### src/rtl/negatable_max_queue_unit_assert.svh
// Assertion macros for the negatable max queue unit.
// Used by the top level; expects clk and rst in scope.
`ifndef NEGATABLE_MAX_QUEUE_UNIT_ASSERT_SVH
`define NEGATABLE_MAX_QUEUE_UNIT_ASSERT_SVH

// Same-cycle implication, disabled during reset
`define NMQ_ASSERT_IMPL(label, ante, cons) \
  label: assert property (@(posedge clk) disable iff (rst) (ante) |-> (cons)) \
    else $error("nmq assertion failed");

// Next-cycle implication, disabled during reset
`define NMQ_ASSERT_NEXT(label, ante, cons) \
  label: assert property (@(posedge clk) disable iff (rst) (ante) |=> (cons)) \
    else $error("nmq assertion failed");

`endif

### src/rtl/nmq_pkg.sv
// Shared types, constants and command codes for the negatable max queue.
// No dependencies.
package nmq_pkg;

  localparam int QUEUE_DEPTH_DEF = 64;

  typedef logic signed [15:0] value_t;
  typedef logic signed [16:0] max_t;
  typedef logic [2:0]         func_t;

  localparam value_t VAL_MIN = 16'sh8000;
  localparam value_t VAL_MAX = 16'sh7fff;

  // command codes
  localparam func_t FUNC_ENQ   = 3'd0;
  localparam func_t FUNC_DEQ   = 3'd1;
  localparam func_t FUNC_NEG   = 3'd2;
  localparam func_t FUNC_QUERY = 3'd3;
  localparam func_t FUNC_CLEAR = 3'd4;

  // per-cell control from the queue controller
  typedef struct packed {
    logic load;
    logic shift;
    logic clear;
  } cell_ctl_t;

endpackage

### src/rtl/nmq_cell.sv
// One queue cell: holds a raw value and valid bit, shifts toward the head,
// and keeps a registered running max/min of itself and the cells behind it.
// Depends on nmq_pkg.
module nmq_cell import nmq_pkg::*; (
  input  logic      clk,
  input  logic      rst,
  input  cell_ctl_t ctl,
  input  value_t    wr_value,
  input  value_t    nbr_value,
  input  logic      nbr_valid,
  input  value_t    nbr_max,
  input  value_t    nbr_min,
  output value_t    value,
  output logic      valid,
  output value_t    agg_max,
  output value_t    agg_min
);

  // stored value: written on enqueue, taken from the neighbor on dequeue
  always_ff @(posedge clk) begin
    if (ctl.load) begin
      value <= wr_value;
    end else if (ctl.shift) begin
      value <= nbr_value;
    end
  end

  // valid bit
  always_ff @(posedge clk) begin
    if (rst || ctl.clear) begin
      valid <= 1'b0;
    end else if (ctl.load) begin
      valid <= 1'b1;
    end else if (ctl.shift) begin
      valid <= nbr_valid;
    end
  end

  // suffix max/min, one cell per cycle toward the head
  always_ff @(posedge clk) begin
    agg_max <= (valid && (value > nbr_max)) ? value : nbr_max;
    agg_min <= (valid && (value < nbr_min)) ? value : nbr_min;
  end

endmodule

### config.mk
export PLATFORM = sky130hd
export DESIGN_NAME = nmq_cell
export DESIGN_NICKNAME = d
export VERILOG_FILES = /design/src/rtl/negatable_max_queue_unit_assert.svh /design/src/rtl/nmq_pkg.sv /design/src/rtl/nmq_cell.sv
export SDC_FILE = /design/constraint.sdc
export NUM_CORES = 1
export LEC_CHECK = 0
export ABC_AREA = 0
export BUFFER_PORTS_ARGS = -buffer_cell sky130_fd_sc_hd__buf_2
export CAP_MARGIN = 20
export CORE_MARGIN = 2
export CORE_UTILIZATION = 43
export CTS_BUF_LIST = sky130_fd_sc_hd__clkbuf_16
export DETAILED_ROUTE_END_ITERATION = 12
export PLACE_DENSITY = 0.8
export SKIP_LAST_GASP = 1
export SYNTH_ARGS = -nofsm -noshare
export SYNTH_HDL_FRONTEND = slang
export SYNTH_SLANG_ARGS = --single-unit
### constraint.sdc
create_clock -name clk -period 2.3 [get_ports clk]
set_input_delay 0.46 -clock clk [delete_from_list [all_inputs] [get_ports clk]]
set_output_delay 0.46 -clock clk [all_outputs]
set_load 0.01 [all_outputs]
==> run_results.csv, run 1 <==
group,metric,value,unit
outcome,status,"finished with violations",
outcome,violations,"negative setup slack",
cells_and_area,drive_gt1_frac,0.501,
pwr,powerDensity,680,nW/um^2
drt,drt-total-wl,7.92,mm
yosys,syn_area,2660,sq um
timing,post-route-period-util,1.05,
clocking,cts_sinks,49,
global_routing,grt_max_degree,19,
clocking,cts.path.max_buffers,2,
timing,final.setup_skew,0.00371,ns
place,gp_congestion,0.834,
clocking,cts_root_buffer,"clkbuf_16",
floorplanning,die-area,6830,sq um
drt,vias,2553,
timing,hold_viol,0,
drt,vias_per_cell,5.21,
timing,fin_ws,-0.117,ns
global_routing,grt-ovfl-total,0,
yosys,yosysTopAreaCell,"dfxtp_1",
global_routing,grt_usage,0.235,
clocking,cts_inserted_buffers,5,
cells_and_area,layout.nets,515,
yosys,ys_types,39,
worst_setup_path,cp_num_buf_inv,0,
floorplanning,die_h,82.7,um
yosys,synth_fp_nets,357,
floorplanning,core-area,5960,sq um
timing,finalSetupViolations,32,
floorplanning,io_pins,119,
clocking,h-tree-depth,2,
timing,fin_crit,2.42,ns
timing,relSlewSlack,0.554,
drt,ant_nets,0,
cells_and_area,fin_cells,490,
place,placedCellCount,464,
cells_and_area,fillers,447,
place,dp_hpwl,5.66,mm
worst_setup_path,critical_path.top_delay_family,"compound AO/OA/AOI/OAI gates",
pwr,ir_drop,521,uV
floorplanning,start_util,0.447,
hold_path,hold_class,"in -> reg",
clocking,insertion_delay,0.29,ns
floorplanning,fp-row-count,28,
yosys,ys_seq_area_frac,0.429,
floorplanning,dieWidth,82.7,um
yosys,ys_warn_count,0,
timing,fin_hold_ws,0.315,ns
cells_and_area,antennaDiodeCount,0,
worst_setup_path,worst_path_max_delay_cell,"edfxtp_1",
drt,dr.first_iter.drc_count,172,
timing,final_max_slew_viol_count,0,
yosys,synth_edf_count,16,
drt,post_drt_wl_per_cell,16.2,um
clocking,path_clk_slew,0.07,ns
place,numPortBuffers,118,
yosys,synth_area_per_cell,10.4,sq um
worst_setup_path,path_max_fanout,8,
yosys,synth_top_area_frac,0.248,
worst_setup_path,start_kind,"flip-flop",
worst_setup_path,critPathKind,"reg -> reg",
worst_setup_path,cp_data_required_time,2.51,ns
global_routing,antenna_found_initial,0,
yosys,synthTopCellsByCount,"inv_1 (50), dfxtp_1 (33), ha_1 (31)",
worst_setup_path,rrSetupSlack,-0.12,ns
drt,drc_errors,0,
timing,worst_pin_slew,0.665,ns
pwr,leakagePower,0.00203,uW
yosys,synth_most_common_cell,"inv_1",
yosys,synth_area_leaders,"dfxtp_1 (25%), edfxtp_1 (18%), ha_1 (15%)",
drt,drt_first_pass_iters,4,
global_routing,grt_pass1_vias,2562,
timing,fmax,414,MHz
timing,rsz0062_at_grt,"yes",
yosys,synth_ff_type,"dfxtp_1",
worst_setup_path,cp.arrival,2.62,ns
clocking,cts_tree,"yes",
pwr,power,2710,uW
yosys,async_flop_share,0,
yosys,ys_seq_elements,49,
global_routing,grt_pass1_wl,11.8,mm
job,max-cap-violations,0,
worst_setup_path,path_cells,"ha_1 > a21oi_1 > o21ai_0 > a21o_1 > a221oi_2 > mux2_4 > o31ai_2",
worst_setup_path,worst_setup_path_end_kind,"flip-flop",
yosys,postSynthCellCount,256,
worst_setup_path,cp_slowest_stage_delay,0.48,ns
cells_and_area,areaGrowthSynthToFinish,50.1,%
[placed cells by master, fill, tap and decap left out, types with 11 or more instances in the layout]
cell type	instances
ha_1	26
mux2_2	16
nand3_1	17
buf_4	34
mux2i_1	14
edfxtp_1	16
buf_2	118
inv_1	47
dfxtp_1	33
o31ai_1	11
[state kept, by name (all words and copies together) (netlist names)]
name and count:
agg_max 16, agg_min 16, valid 1, value 16
[final timing paths]
check / cells past startpoint / end / from
hold / removal: 2 / valid$_SDFFE_PP0P_ / rst
setup reg to reg: 7 / agg_min[9]$_DFF_P_ / value[11]$_DFFE_PP_
hold reg to reg: 1 / agg_max[0]$_DFF_P_ / value[0]$_DFFE_PP_
setup / recovery: 7 / agg_min[9]$_DFF_P_ / value[11]$_DFFE_PP_
[cell families (layout without fill, tap and decap cells)]
family | count (synthesis) | after routing | synth area share
fa+ha+maj | 31 | 31 | 0.146
simple gates | 38 | 38 | 0.0757
buf+inv | 58 | 216 | 0.0865
compound gates | 47 | 47 | 0.129
mux | 33 | 34 | 0.134
flops | 49 | 49 | 0.429
[per-layer routing]
metal	GRT usage	vias up	routed length (um)
met2	0.422	125	4120
met3	0.0457	25	508
met5	0	-	0
li1	-	1232	-
met4	0.126	0	260
met1	0.260	1171	3030
[layout make-up]
type,count,area (sq um),share of cell area
multi-input cells,150,1460,0.364
flip-flops and latches,49,1140,0.286
repair buffers,157,927,0.232
inverters,51,191,0.0479
clock buffers,6,150,0.0376
well taps,75,93.8,0.0235
clock inverters,2,35.0,0.00877
[power breakdown]
group,total [uW],internal [uW],leakage [uW],switching [uW]
logic,767,374,0.00149,393
registers,1040,987,0.000441,50.2
clock network,910,578,0.0000920,332
total,2710,1940,0.00203,775
[metrics by stage]
step / TNS, ns / instance area (sq um) / util / worst slack, ns
after floorplan: -0.652 / 2710 / - / -0.0695
after global placement: -2.50 / 3520 / 0.591 / -0.0887
after detailed placement: -4.81 / 3520 / 0.591 / -0.243
after CTS: -0.559 / 3950 / 0.663 / -0.0524
after global routing: -4.28 / 3990 / 0.671 / -0.178
final: -1.98 / 3990 / 0.671 / -0.117
[repair_timing]
item                                    4_1_cts  5_1_grt
gates resized for setup                      17        6
gates cloned                                  2        0
endpoints found under the setup margin       32       32
hold buffers                                  0        0
pin swaps                                    13        3
buffers inserted                             13        3
endpoints found under the hold margin         0        0
Note: power is estimated with default switching activity, not from simulation.
==> run 2: changes to the inputs <==
--- a/config.mk
+++ b/config.mk
@@ -6,14 +6,15 @@
 export NUM_CORES = 1
 export LEC_CHECK = 0
 export ABC_AREA = 0
-export BUFFER_PORTS_ARGS = -buffer_cell sky130_fd_sc_hd__buf_2
 export CAP_MARGIN = 20
 export CORE_MARGIN = 2
-export CORE_UTILIZATION = 43
+export CORE_UTILIZATION = 44
 export CTS_BUF_LIST = sky130_fd_sc_hd__clkbuf_16
 export DETAILED_ROUTE_END_ITERATION = 12
-export PLACE_DENSITY = 0.8
+export DONT_BUFFER_PORTS = 1
+export PLACE_DENSITY = 0.64
 export SKIP_LAST_GASP = 1
+export SLEW_MARGIN = 40
 export SYNTH_ARGS = -nofsm -noshare
 export SYNTH_HDL_FRONTEND = slang
 export SYNTH_SLANG_ARGS = --single-unit
==> run 2 against run 1 <==
  * Register-to-register slack gained 0.02 ns
  * Clock power down 15%
  * Sequential cell count is the same
  * Largest cell class unchanged
  * Critical endpoint is now agg_max[0]$_DFF_P_
  * Worst hold slack lost 0.060 ns
  * Worst setup slack improved by 0.022 ns
  * Final cell count decreased by 23%
  * The run still ends with negative setup slack left
  * Clock skew hardly changed
  * First-iteration DRC count is 30% lower
  * Sequential share of layout area rose by 4.6 points
  * Via count decreased by 18%
==> run_results.csv, run 2 (synthesis results as in run 1) <==
group,metric,value,unit
outcome,status,"finished with violations",
outcome,violations,"negative setup slack",
cells_and_area,regArea,1140,sq um
cells_and_area,antennaDiodeCount,0,
worst_setup_path,path_cells,"buf_6 > ha_4 > nand4_1 > a2111o_1 > and4_4 > a211oi_4 > buf_6 > mux2_4",
cells_and_area,multiInputGateArea,1480,sq um
timing,finalSetupViolations,27,
worst_setup_path,cp_data_required_time,2.48,ns
clocking,cts.path.max_buffers,2,
clocking,cts_sinks,49,
pwr,powerDensity,709,nW/um^2
timing,fin_tns_setup,-0.834,ns
clocking,cts_inserted_buffers,5,
floorplanning,io_pins,119,
floorplanning,start_util,0.452,
timing,post-route-period-util,1.04,
pwr,p_comb_frac,0.240,
drt,dr.first_iter.drc_count,120,
job,max-cap-violations,0,
drt,vias_per_cell,5.50,
timing,worst_pin_slew,0.519,ns
global_routing,grt-ovfl-total,0,
drt,vias,2083,
worst_setup_path,path_max_fanout,5,
floorplanning,dieWidth,81.8,um
pwr,pwr-share-clk,0.318,
global_routing,grt_max_degree,19,
place,numPortBuffers,0,
worst_setup_path,cp.arrival,2.57,ns
cells_and_area,final_cell_mix,"inv_1 (48), buf_4 (40), dfxtp_1 (33)",
floorplanning,fp-row-count,28,
place,pre_cts_ws,-0.124,ns
place,dp_hpwl,5.27,mm
worst_setup_path,worst_setup_path_end_kind,"flip-flop",
worst_setup_path,cp_num_buf_inv,2,
pwr,power_switching,707,uW
drt,drc_errors,0,
timing,final_max_slew_viol_count,0,
clocking,cts_root_buffer,"clkbuf_16",
drt,drt_first_pass_iters,4,
global_routing,grt_usage,0.208,
pwr,leakagePower,0.00158,uW
hold_path,hold_class,"in -> reg",
global_routing,grt_pass1_vias,1922,
cells_and_area,drive_gt1_frac,0.322,
drt,post_drt_wl_per_cell,18.3,um
cells_and_area,top_regs,"agg_max x16, agg_min x16, value x16",
pwr,p_int,1730,uW
worst_setup_path,critPathKind,"reg -> reg",
timing,fin_crit,2.39,ns
clocking,h-tree-depth,2,
floorplanning,core-area,5890,sq um
timing,final.setup_skew,0.00416,ns
timing,fin_ws,-0.0949,ns
cells_and_area,final_common_cell,"inv_1",
drt,drt-total-wl,6.94,mm
worst_setup_path,start_kind,"flip-flop",
pwr,switching_share,0.290,
floorplanning,die-area,6690,sq um
drt,ant_nets,0,
worst_setup_path,crit_top_cell,"buf_6",
clocking,path_clk_slew,0.06,ns
place,gp_congestion,0.857,
pwr,ir_drop,422,uV
floorplanning,die_h,81.8,um
global_routing,grt_pass1_wl,10.2,mm
timing,fmax,418,MHz
cells_and_area,layout.nets,405,
global_routing,antenna_found_initial,0,
clocking,insertion_delay,0.29,ns
clocking,cts_hold_buf,0,
timing,rsz0062_at_grt,"yes",
timing,hold_viol,0,
cells_and_area,areaGrowthSynthToFinish,29.3,%
worst_setup_path,cp_slowest_stage_delay,0.46,ns
pwr,seq_power_share,0.441,
worst_setup_path,critical_path.top_delay_family,"compound AO/OA/AOI/OAI gates",
cells_and_area,fillers,518,
timing,relSlewSlack,0.651,
worst_setup_path,worst_path_max_delay_cell,"edfxtp_1",
clocking,cts_tree,"yes",
[run 2: cell types whose count changed in the layout (fill, tap and decap cells not counted), sizes merged]
| cell | before | now |
|---|---|---|
| buf | 157 | 47 |
| bufinv | 1 | 0 |
[run 2: routing by layer]
layer  routed length (um)  GRT usage  part of all wire
met5                    0          0                 0
met4                   65     0.0500            0.0094
met3                  447     0.0352             0.064
met2                 3450      0.338              0.50
met1                 2980      0.290              0.43
[run 2: power by group through the flow]
stage / logic, uW / clock network [uW] / registers, uW
global placement: 469 / 0 / 1100
finish: 586 / 778 / 1080
detailed placement: 481 / 0 / 1100
CTS: 541 / 792 / 1080
floorplan: 316 / 0 / 1100
global route: 643 / 821 / 1090
[run 2: final cells by class]
type	count	area share
Clock buffer	6	0.0436
Clock inverter	1	0.00145
Inverter	51	0.0556
Multi-Input combinational cell	150	0.430
Sequential cell	49	0.332
Tap cell	75	0.0273
Timing Repair Buffer	47	0.110
[run 2: worst register-to-register path, delay by kind of cell, from the launching register on]
family	cells	cell delay (ns)
AND/OR/NAND/NOR	2	0.30
AO/OA/AOI/OAI	2	0.65
flip-flops	1	0.46
multiplexers	1	0.29
adder cells (fa/ha/maj)	1	0.25
buffers and inverters	2	0.34
[run 2: stage by stage]
| step | instance area, sq um | power [uW] | util | hold slack [ns] | instances |
|---|---|---|---|---|---|
| floorplan | 2710 | 1410 | - | 0.537 | 256 |
| global placement | 3010 | 1570 | 0.511 | 0.547 | 358 |
| detailed placement | 3010 | 1580 | 0.511 | 0.549 | 358 |
| CTS | 3300 | 2410 | 0.560 | 0.246 | 375 |
| global route | 3440 | 2550 | 0.585 | 0.246 | 379 |
| finish | 3440 | 2440 | 0.585 | 0.255 | 379 |
[run 2: worst paths after layout]
kind                            from                 end  slack, ns  depth (start not counted)
hold reg to reg   value[0]$_DFFE_PP_  agg_min[0]$_DFF_P_       0.62                          2
setup reg to reg  value[5]$_DFFE_PP_  agg_max[0]$_DFF_P_      -0.09                          8
setup / recovery  value[5]$_DFFE_PP_  agg_max[0]$_DFF_P_      -0.09                          8
hold / removal                   rst  valid$_SDFFE_PP0P_       0.25                          1
[run 2: what timing repair did]
| action | CTS | global route |
|---|---|---|
| setup buffers | 9 | 4 |
| resized for setup | 12 | 18 |
| pin swaps | 11 | 10 |
| gates cloned | 1 | 0 |
| setup endpoints to repair | 28 | 32 |
